**config.mk**
```make
export PLATFORM = sky130hd
export DESIGN_NAME = sliding_window_sender
export DESIGN_NICKNAME = d
export VERILOG_FILES = /design/src/rtl/core/swsnd_pkg.sv /design/src/rtl/core/swsnd_queue.sv /design/src/rtl/core/swsnd_front.sv /design/src/rtl/core/swsnd_back.sv /design/src/rtl/core/sliding_window_sender.sv
export SDC_FILE = /design/constraint.sdc
export NUM_CORES = 1
export LEC_CHECK = 0
export ABC_AREA = 1
export BUFFER_PORTS_ARGS = -buffer_cell sky130_fd_sc_hd__clkbuf_2
export CELL_PAD_IN_SITES_DETAIL_PLACEMENT = 1
export CELL_PAD_IN_SITES_GLOBAL_PLACEMENT = 2
export CORE_ASPECT_RATIO = 0.7
export CORE_MARGIN = 4
export CORE_UTILIZATION = 35
export CTS_BUF_LIST = sky130_fd_sc_hd__clkbuf_8
export CTS_CLUSTER_SIZE = 40
export DETAILED_ROUTE_END_ITERATION = 16
export PLACE_DENSITY_LB_ADDON = 0.08
export SLEW_MARGIN = 5
export SYNTH_ARGS = -nofsm -noshare
export SYNTH_HDL_FRONTEND = slang
export SYNTH_SLANG_ARGS = --single-unit
```
**constraint.sdc**
```tcl
create_clock -name clk_i -period 8.8 [get_ports clk_i]
set_clock_uncertainty 0.1 [all_clocks]
set_input_delay 0.44 -clock clk_i [delete_from_list [all_inputs] [get_ports clk_i]]
set_output_delay 0.44 -clock clk_i [all_outputs]
set_load 0.02 [all_outputs]
```
**src/rtl/core/swsnd_pkg.sv**
```systemverilog
package swsnd_pkg;

  // default sizes of the sequence space and the data word
  localparam int unsigned SeqBitsDef = 3;
  localparam int unsigned PayloadBitsDef = 32;

  // window length register
  localparam int unsigned WlenBits = 3;
  localparam logic [WlenBits-1:0] WlenReset = 3'd4;

  // duplicate ack counter
  localparam int unsigned DupBits = 2;
  localparam logic [DupBits-1:0] DupLimit = 2'd3;

  typedef enum logic [1:0] {
    FUNC_SEND    = 2'd0,
    FUNC_ACK     = 2'd1,
    FUNC_TIMEOUT = 2'd2,
    FUNC_NONE    = 2'd3
  } func_e;

endpackage

```
**src/rtl/core/swsnd_queue.sv**
```systemverilog
module swsnd_queue #(
  parameter int unsigned DataW = 8
) (
  input  logic             clk_i,
  input  logic             rst_ni,
  input  logic             push_i,
  input  logic [DataW-1:0] push_data_i,
  output logic             full_o,
  input  logic             pop_i,
  output logic             empty_o,
  output logic [DataW-1:0] pop_data_o
);

  logic [DataW-1:0] slot_q [2];
  logic             wr_ptr_q, wr_ptr_d;
  logic             rd_ptr_q, rd_ptr_d;
  logic [1:0]       count_q, count_d;
  logic             do_push, do_pop;

  assign full_o     = (count_q == 2'd2);
  assign empty_o    = (count_q == 2'd0);
  assign do_push    = push_i && !full_o;
  assign do_pop     = pop_i && !empty_o;
  assign pop_data_o = slot_q[rd_ptr_q];

  always_comb begin
    wr_ptr_d = do_push ? ~wr_ptr_q : wr_ptr_q;
    rd_ptr_d = do_pop ? ~rd_ptr_q : rd_ptr_q;
    count_d  = count_q;
    if (do_push && !do_pop) begin
      count_d = count_q + 2'd1;
    end else if (do_pop && !do_push) begin
      count_d = count_q - 2'd1;
    end
  end

  always_ff @(posedge clk_i or negedge rst_ni) begin
    if (!rst_ni) begin
      wr_ptr_q <= 1'b0;
      rd_ptr_q <= 1'b0;
      count_q  <= 2'd0;
    end else begin
      wr_ptr_q <= wr_ptr_d;
      rd_ptr_q <= rd_ptr_d;
      count_q  <= count_d;
    end
  end

  always_ff @(posedge clk_i) begin
    if (do_push) begin
      slot_q[wr_ptr_q] <= push_data_i;
    end
  end

endmodule

```
**src/rtl/core/swsnd_front.sv**
```systemverilog
module swsnd_front
  import swsnd_pkg::*;
#(
  parameter int unsigned SeqBits = SeqBitsDef,
  parameter int unsigned PayloadBits = PayloadBitsDef,
  localparam int unsigned EntW = 3 * SeqBits + PayloadBits + 6
) (
  input  logic                   clk_i,
  input  logic                   rst_ni,
  input  logic                   cfg_we_i,
  input  logic [WlenBits-1:0]    cfg_wdata_i,
  input  logic                   in_valid_i,
  output logic                   in_ready_o,
  input  logic [1:0]             func_i,
  input  logic [PayloadBits-1:0] payload_i,
  input  logic [SeqBits-1:0]     ack_number_i,
  input  logic                   ack_checksum_ok_i,
  input  logic [SeqBits-1:0]     expired_seq_i,
  output logic                   push_o,
  output logic [EntW-1:0]        push_data_o,
  input  logic                   full_i
);

  // compare width that holds both the window length and a sequence count
  localparam int unsigned CmpW = (SeqBits > WlenBits) ? SeqBits : WlenBits;
  localparam logic [SeqBits-1:0] SeqOne = SeqBits'(1);
  localparam logic [CmpW-1:0] SeqMaskW = CmpW'({SeqBits{1'b1}});

  typedef struct packed {
    logic                   full;
    logic [SeqBits-1:0]     stas;
    logic                   sta;
    logic [SeqBits-1:0]     stps;
    logic                   stp;
    logic [PayloadBits-1:0] pay;
    logic                   from_store;
    logic [SeqBits-1:0]     txs;
    logic                   txv;
    logic                   acc;
  } ent_t;

  logic [WlenBits-1:0] wlen_q;
  logic [SeqBits-1:0]  next_seq_q, next_seq_d;
  logic [SeqBits-1:0]  base_q, base_d;
  logic [DupBits-1:0]  dup_q, dup_d;
  logic [DupBits-1:0]  dup_inc;
  logic [CmpW-1:0]     limit;
  logic [SeqBits-1:0]  outst, outst_new, ack_off, base_prev;
  logic                full_now, accept;
  func_e               func;
  ent_t                ent;

  assign accept     = in_valid_i && !full_i;
  assign in_ready_o = !full_i;
  assign push_o     = accept;
  assign func       = func_e'(func_i);

  // clamp the window length to the sequence space
  assign limit     = (CmpW'(wlen_q) > SeqMaskW) ? SeqMaskW : CmpW'(wlen_q);
  assign outst     = next_seq_q - base_q;
  assign full_now  = CmpW'(outst) >= limit;
  assign ack_off   = ack_number_i - base_q;
  assign base_prev = base_q - SeqOne;
  assign dup_inc   = dup_q + DupBits'(1);
  assign outst_new = next_seq_d - base_d;

  always_comb begin
    next_seq_d     = next_seq_q;
    base_d         = base_q;
    dup_d          = dup_q;
    ent            = '0;
    unique case (func)
      FUNC_SEND: begin
        if (!full_now) begin
          ent.acc = 1'b1;
          ent.txv = 1'b1;
          ent.txs = next_seq_q;
          ent.pay = payload_i;
          if (base_q == next_seq_q) begin
            ent.sta  = 1'b1;
            ent.stas = next_seq_q;
          end
          next_seq_d = next_seq_q + SeqOne;
        end
      end
      FUNC_ACK: begin
        if (ack_checksum_ok_i) begin
          if (ack_off < outst) begin
            base_d   = ack_number_i + SeqOne;
            ent.stp  = 1'b1;
            ent.stps = base_q;
            if (base_d != next_seq_q) begin
              ent.sta  = 1'b1;
              ent.stas = base_d;
            end
            dup_d = DupBits'(1);
          end else if (ack_number_i == base_prev && dup_q < DupLimit) begin
            dup_d = dup_inc;
            // duplicate count reaching DupLimit: resend the oldest packet
            if (dup_inc == DupLimit && base_q != next_seq_q) begin
              ent.txv        = 1'b1;
              ent.txs        = base_q;
              ent.from_store = 1'b1;
              ent.stp        = 1'b1;
              ent.stps       = base_q;
              ent.sta        = 1'b1;
              ent.stas       = base_q;
              dup_d          = '0;
            end
          end
        end
      end
      FUNC_TIMEOUT: begin
        ent.txv        = 1'b1;
        ent.txs        = expired_seq_i;
        ent.from_store = 1'b1;
        ent.stp        = 1'b1;
        ent.stps       = expired_seq_i;
        ent.sta        = 1'b1;
        ent.stas       = base_q;
      end
      default: begin
      end
    endcase
    ent.full = CmpW'(outst_new) >= limit;
  end

  assign push_data_o = ent;

  always_ff @(posedge clk_i or negedge rst_ni) begin
    if (!rst_ni) begin
      wlen_q     <= WlenReset;
      next_seq_q <= '0;
      base_q     <= '0;
      dup_q      <= '0;
    end else begin
      if (cfg_we_i) begin
        wlen_q <= cfg_wdata_i;
      end
      if (accept) begin
        next_seq_q <= next_seq_d;
        base_q     <= base_d;
        dup_q      <= dup_d;
      end
    end
  end

endmodule

```
**src/rtl/core/swsnd_back.sv**
```systemverilog
module swsnd_back
  import swsnd_pkg::*;
#(
  parameter int unsigned SeqBits = SeqBitsDef,
  parameter int unsigned PayloadBits = PayloadBitsDef,
  localparam int unsigned EntW = 3 * SeqBits + PayloadBits + 6
) (
  input  logic                   clk_i,
  input  logic                   rst_ni,
  input  logic                   empty_i,
  input  logic [EntW-1:0]        pop_data_i,
  output logic                   pop_o,
  output logic                   out_valid_o,
  input  logic                   out_ready_i,
  output logic                   send_accepted_o,
  output logic                   tx_valid_o,
  output logic [SeqBits-1:0]     tx_seq_o,
  output logic [PayloadBits-1:0] tx_payload_o,
  output logic                   timer_stop_o,
  output logic [SeqBits-1:0]     timer_stop_seq_o,
  output logic                   timer_start_o,
  output logic [SeqBits-1:0]     timer_start_seq_o,
  output logic                   window_full_o
);

  localparam int unsigned Depth = 1 << SeqBits;

  typedef struct packed {
    logic                   full;
    logic [SeqBits-1:0]     stas;
    logic                   sta;
    logic [SeqBits-1:0]     stps;
    logic                   stp;
    logic [PayloadBits-1:0] pay;
    logic                   from_store;
    logic [SeqBits-1:0]     txs;
    logic                   txv;
    logic                   acc;
  } ent_t;

  logic [PayloadBits-1:0] store_mem [Depth];
  logic [PayloadBits-1:0] rd_q;
  ent_t                   head, out_q;
  logic                   out_valid_q;

  assign head  = ent_t'(pop_data_i);
  // advance when the output word is empty or being taken
  assign pop_o = !empty_i && (!out_valid_q || out_ready_i);

  // entries leave the queue in order, so a resend always sees earlier writes
  always_ff @(posedge clk_i) begin
    if (pop_o) begin
      out_q <= head;
      if (head.acc) begin
        store_mem[head.txs] <= head.pay;
      end
      rd_q <= store_mem[head.txs];
    end
  end

  always_ff @(posedge clk_i or negedge rst_ni) begin
    if (!rst_ni) begin
      out_valid_q <= 1'b0;
    end else if (pop_o) begin
      out_valid_q <= 1'b1;
    end else if (out_ready_i) begin
      out_valid_q <= 1'b0;
    end
  end

  assign out_valid_o       = out_valid_q;
  assign send_accepted_o   = out_q.acc;
  assign tx_valid_o        = out_q.txv;
  assign tx_seq_o          = out_q.txs;
  assign tx_payload_o      = out_q.from_store ? rd_q : out_q.pay;
  assign timer_stop_o      = out_q.stp;
  assign timer_stop_seq_o  = out_q.stps;
  assign timer_start_o     = out_q.sta;
  assign timer_start_seq_o = out_q.stas;
  assign window_full_o     = out_q.full;

endmodule

```
**src/rtl/core/sliding_window_sender.sv**
```systemverilog
// Sender side of a cumulative-ack sliding window with fast retransmit.
// Input stream (s_axis): one word per event; tuser carries the event kind
// (send request, ack arrival, timer expiry), tdata the payload, ack number,
// ack checksum flag and expired sequence number.
// Output stream (m_axis): exactly one word per input word, in order, with the
// send verdict, the packet to transmit, timer stop/start commands and the
// window-full flag after the event.
// cfg_we_i/cfg_wdata_i write the window length; write it only while idle.
// Throughput: one word per cycle while m_axis is ready. The front end updates
// the window state in the cycle a word is accepted; a two-entry queue feeds
// the back end, which owns the packet store (one write or one registered read
// per word). An accepted word is written into the queue, then registered into
// the back end's output word on m_axis. A stall on m_axis holds the output
// word; the queue absorbs two more words before s_axis_tready drops.
// Reset clears the sequence state and loads a window length of 4; the packet
// store is not cleared and an entry reads valid only after it was sent once.
module sliding_window_sender
  import swsnd_pkg::*;
#(
  parameter int unsigned SeqBits = SeqBitsDef,
  parameter int unsigned PayloadBits = PayloadBitsDef,
  localparam int unsigned InRawW = PayloadBits + 2 * SeqBits + 1,
  localparam int unsigned InW = ((InRawW + 7) / 8) * 8,
  localparam int unsigned OutRawW = PayloadBits + 3 * SeqBits + 5,
  localparam int unsigned OutW = ((OutRawW + 7) / 8) * 8
) (
  input  logic                clk_i,
  input  logic                rst_ni,
  input  logic                cfg_we_i,
  input  logic [WlenBits-1:0] cfg_wdata_i,
  input  logic                s_axis_tvalid,
  output logic                s_axis_tready,
  // tdata: payload, ack_number, ack_checksum_ok, expired_seq
  input  logic [InW-1:0]      s_axis_tdata,
  // tuser: func
  input  logic [1:0]          s_axis_tuser,
  output logic                m_axis_tvalid,
  input  logic                m_axis_tready,
  // tdata: send_accepted, tx_valid, tx_seq, tx_payload, timer_stop,
  //        timer_stop_seq, timer_start, timer_start_seq, window_full
  output logic [OutW-1:0]     m_axis_tdata
);

  localparam int unsigned EntW = 3 * SeqBits + PayloadBits + 6;

  logic                   push, q_full, pop, q_empty;
  logic [EntW-1:0]        push_data, pop_data;
  logic                   acc, txv, stp, sta, wfull;
  logic [SeqBits-1:0]     txs, stps, stas;
  logic [PayloadBits-1:0] txp;

  swsnd_front #(
    .SeqBits    (SeqBits),
    .PayloadBits(PayloadBits)
  ) u_front (
    .clk_i            (clk_i),
    .rst_ni           (rst_ni),
    .cfg_we_i         (cfg_we_i),
    .cfg_wdata_i      (cfg_wdata_i),
    .in_valid_i       (s_axis_tvalid),
    .in_ready_o       (s_axis_tready),
    .func_i           (s_axis_tuser),
    .payload_i        (s_axis_tdata[PayloadBits-1:0]),
    .ack_number_i     (s_axis_tdata[PayloadBits +: SeqBits]),
    .ack_checksum_ok_i(s_axis_tdata[PayloadBits+SeqBits]),
    .expired_seq_i    (s_axis_tdata[PayloadBits+SeqBits+1 +: SeqBits]),
    .push_o           (push),
    .push_data_o      (push_data),
    .full_i           (q_full)
  );

  swsnd_queue #(
    .DataW(EntW)
  ) u_queue (
    .clk_i      (clk_i),
    .rst_ni     (rst_ni),
    .push_i     (push),
    .push_data_i(push_data),
    .full_o     (q_full),
    .pop_i      (pop),
    .empty_o    (q_empty),
    .pop_data_o (pop_data)
  );

  swsnd_back #(
    .SeqBits    (SeqBits),
    .PayloadBits(PayloadBits)
  ) u_back (
    .clk_i            (clk_i),
    .rst_ni           (rst_ni),
    .empty_i          (q_empty),
    .pop_data_i       (pop_data),
    .pop_o            (pop),
    .out_valid_o      (m_axis_tvalid),
    .out_ready_i      (m_axis_tready),
    .send_accepted_o  (acc),
    .tx_valid_o       (txv),
    .tx_seq_o         (txs),
    .tx_payload_o     (txp),
    .timer_stop_o     (stp),
    .timer_stop_seq_o (stps),
    .timer_start_o    (sta),
    .timer_start_seq_o(stas),
    .window_full_o    (wfull)
  );

  assign m_axis_tdata = OutW'({wfull, stas, sta, stps, stp, txp, txs, txv, acc});

endmodule

```
==> results.py <==
metrics = {
    "clock_network": {
        "cts_tree": "done",
        "cts.repair.resized": 0,
        "htree_num_levels": 3,
        "clk_pin_slew_ns": 0.07,
        "cts_buffers": 73,
        "clock_latency_ns": 0.63,
        "clock_path_buffers": 3,
        "root_buffer": "clkbuf_8",
        "numClockSinks": 445,
    },
    "sta": {
        "setup_ws_ns": 4.05,
        "slew_viol_final": 0,
        "period_share_pct": 54.0,
        "worstMarginPinSlew_ns": 1.03,
        "setup_tns_ns": 0,
        "slew_headroom_pct": 31.2,
        "rsz0062_at_grt": "no",
        "setup_viol": 0,
        "max_freq_mhz": 210,
        "hold_viol": 0,
        "fin_crit_ns": 4.75,
        "finalHoldWorstSlack_ns": 0.0694,
    },
    "worst_setup_path": {
        "required_ns": 9.07,
        "cpMaxStageDelayCell": "dfrtp_1",
        "r2r_start": "u_front.next_seq_q[0]",
        "crit_buf_inv": 6,
        "crit_top_cell": "inv_1",
        "ff2ff_path_depth": 21,
        "r2r_slack_ns": 4.05,
        "crit_cells": 21,
        "crit_path_end_kind": "flop",
        "r2r-end": "u_queue.slot_q[0][46]",
        "crit_family": "adder cells",
        "slowest_delay_ns": 0.49,
        "worst_setup_path_start_kind": "flop",
        "criticalPathCategory": "flop to flop",
        "cp.arrival_ns": 5.02,
        "path_cells": "inv_1, ha_1, inv_1, fa_1, xor2_1, inv_1, ha_1, a21oi_1, nand3_1, inv_1, o21bai_1, ha_1, fa_1, inv_1, nand3_1, nand2_1, nand2_1, nand2_1, inv_1, ha_1, a31o_2",
        "critical_path_peak_fanout": 6,
    },
    "synthesis": {
        "ys_top_cells_by_area": "edfxtp_1 70%, nand2_1 10%, a21oi_1 3.8%",
        "seq_area_frac_synth_pct": 72.1,
        "synth_top_area_share_pct": 70.0,
        "yosys.cell_types.count": 29,
        "ys_ff_latch": 445,
        "syn_area_per_cell_um2": 12.1,
        "synthesis.area_um2": 18400,
        "synth_top_area_cell": "edfxtp_1",
        "yosys_warnings": 0,
        "syn-instance-count": 1523,
    },
    "drt": {
        "wl_met3_mm": 1.61,
        "ant_nets": 0,
        "drc": 0,
        "wl_met1_mm": 25.2,
        "vias": 11400,
        "via_per_inst": 4.77,
        "route.met2.wl_mm": 20.9,
        "first_pass_iters": 5,
        "top_layer": "met4",
        "wl_per_cell_um": 20.2,
        "wirelength_mm": 48.4,
        "drtIter0Drc": 678,
    },
    "grt": {
        "grt_first_pass_wirelength_mm": 74.1,
        "antenna_found_initial": 0,
        "globalRouteTotalUtil_pct": 17.5,
        "grt-ovfl-total": 0,
        "grt_max_degree": 72,
        "grt_pass1_vias": 12000,
    },
    "placement": {
        "portBuffers": 96,
        "gp_congestion": 0.768,
        "placedCellCount": 2238,
        "place_ws_ns": 4.11,
        "hpwl_mm": 26.4,
    },
    "cells_and_area": {
        "fin_util_pct": 40.5,
        "fillCellCount": 5574,
        "syn2layout_area_growth_pct": 14.7,
        "nets": 1732,
        "diodes": 0,
        "drive_above_1_share_pct": 14.7,
        "stdcell_count": 2395,
    },
    "outcome": {
        "status": "finished clean",
    },
    "power": {
        "power_frac_clock_pct": 21.2,
        "ir_worst_vdd_mv": 0.193,
        "switchingPower_mw": 3.14,
        "switching_share_pct": 39.7,
        "combinationalPowerShare_pct": 36.9,
        "p_seq_share_pct": 41.9,
        "p_leak_nw": 8.21,
        "powerDensity_nw_per_um2": 375,
        "internal_power_mw": 4.78,
    },
    "worst_hold_path": {
        "holdPathStages": 3,
        "worstHoldStart": "s_axis_tdata[22]",
        "hold_class": "primary input to flop",
        "min_to": "u_queue.slot_q[1][28]",
    },
    "floorplan": {
        "die_w_um": 282,
        "coreArea_um2": 52100,
        "start_util_pct": 35.3,
        "io-pin-count": 100,
        "die-area_um2": 56400,
        "num_rows": 70,
        "die_h_um": 200,
    },
    "job": {
        "drv_cap": 0,
    },
}
## synth_stat cells
cell type,n
o21a_1,2
mux2_2,19
a31o_2,1
conb_1,1
o21ai_1,27
nor2_1,66
ha_1,21
dfstp_2,1
buf_4,30
edfxtp_1,429
nand3_1,31
o21bai_1,3
a21oi_1,141
dfrtp_1,15
o21ai_0,55
buf_2,36
clkbuf_1,20
nand4_1,2
mux2_1,14
fa_1,3
buf_6,3
nor4_1,2
or3b_2,1
nand2_2,6
nand2_1,495
inv_2,6
xnor2_1,3
xor2_1,7
inv_1,83
## how the worst max path moves through the flow
stage	from	end	slack, ns
global route	u_front.next_seq_q[0]	u_queue.slot_q[0][46]	3.75
CTS	u_front.next_seq_q[0]	u_queue.slot_q[0][46]	4.08
floorplan	u_queue.count_q[0]	u_back.store_mem[6][0]	1.60
finish	u_front.next_seq_q[0]	u_queue.slot_q[0][46]	4.05
detailed placement	u_front.next_seq_q[0]	u_queue.slot_q[0][46]	4.11
global placement	u_front.next_seq_q[0]	u_queue.slot_q[0][46]	4.14
## routing by layer
| metal | GRT usage [%] | up-vias |
|---|---|---|
| met1 | 26.2 | 5708 |
| li1 | - | 5484 |
| met5 | 0 | - |
| met2 | 26.6 | 173 |
| met4 | 3.64 | 0 |
| met3 | 3.66 | 64 |
## cell usage in the layout (no fill, tap or decap), types with 2 or more instances in the layout
cell	instances
nand2_1	495
nor4_2	2
clkbuf_2	96
buf_4	23
o21bai_1	3
mux2_1	14
o21ai_1	27
nor2_4	8
conb_1	2
clkbuf_8	76
edfxtp_1	429
inv_1	109
a21oi_1	140
o21ai_0	55
nor2_1	58
nand3_1	30
nand4_1	2
nand2_4	2
bufinv_16	2
ha_1	21
dfrtp_1	14
fa_1	3
xnor2_1	3
o21a_1	2
nand2_2	4
xor2_1	7
dlygate4sd3_1	29
clkinv_1	16
mux2_2	19
clkinv_2	6
inv_2	5
## metrics by stage
step	total power, mW	cell area, um^2
6_report	7.93	21100
5_1_grt	8.51	21100
2_1_floorplan	5.30	18400
4_1_cts	8.08	21100
3_3_place_gp	6.30	19500
3_5_place_dp	6.35	19500
## cells by family (layout without fill, tap and decap cells)
group           count (synthesis)  after routing  share of synthesized area, %
mux                            33             33                          2.02
compound gates                229            229                          6.31
fa+ha+maj                      24             24                          1.75
flops                         445            445                          72.1
simple gates                  603            603                          12.7
other cells                     1              2                        0.0204
buf+inv                       178            365                          4.61
xor+xnor                       10             10                         0.476
## worst register-to-register path, stage by stage, from the launching register on
cell	delay [ns]
dfrtp_1	0.49
inv_1	0.12
ha_1	0.16
inv_1	0.05
fa_1	0.37
xor2_1	0.23
inv_1	0.07
ha_1	0.31
a21oi_1	0.28
nand3_1	0.28
inv_1	0.19
o21bai_1	0.16
ha_1	0.24
fa_1	0.49
inv_1	0.11
nand3_1	0.08
nand2_1	0.08
nand2_1	0.05
nand2_1	0.10
inv_1	0.05
ha_1	0.28
a31o_2	0.24
## power groups by stage
stage / Clock [mW] / Sequential (mW) / Combinational [mW]
2_1_floorplan: 0 / 3.33 / 1.96
3_3_place_gp: 0 / 3.35 / 2.95
3_5_place_dp: 0 / 3.37 / 2.98
4_1_cts: 1.74 / 3.33 / 3.01
5_1_grt: 1.85 / 3.37 / 3.29
6_report: 1.68 / 3.32 / 2.93
## cell type report
| type | count | area (um^2) | share of cell area (%) |
|---|---|---|---|
| tap | 684 | 856 | 4.05 |
| clock buffer | 76 | 1050 | 4.95 |
| multi-input combinational | 901 | 4380 | 20.8 |
| clock inverter | 52 | 264 | 1.25 |
| sequential | 445 | 13300 | 62.9 |
| timing repair buffer | 148 | 943 | 4.47 |
| inverter | 89 | 337 | 1.59 |
## flip-flops by register name, summed over array words and instances, names as in the netlist
register,cells
u_front.wlen_q,3
u_queue.slot_q,94
u_back.timer_start_o,1
u_front.next_seq_q,3
u_front.base_q,3
u_back.timer_stop_o,1
u_back.rd_q,32
u_back.store_mem,256
u_back.timer_start_seq_o,3
u_back.send_accepted_o,1
u_queue.wr_ptr_q,1
u_back.tx_valid_o,1
u_queue.count_q,2
u_back.window_full_o,1
u_queue.rd_ptr_q,1
u_back.out_valid_o,1
u_back.out_q,33
u_back.tx_seq_o,3
u_front.dup_q,2
u_back.timer_stop_seq_o,3
## timing repair
| item | CTS | global route |
|---|---|---|
| endpoints found under the hold margin | 58 | 0 |
| hold buffers | 29 | 0 |
| setup buffers | 0 | 0 |
Power figures use the tool's default switching activity.
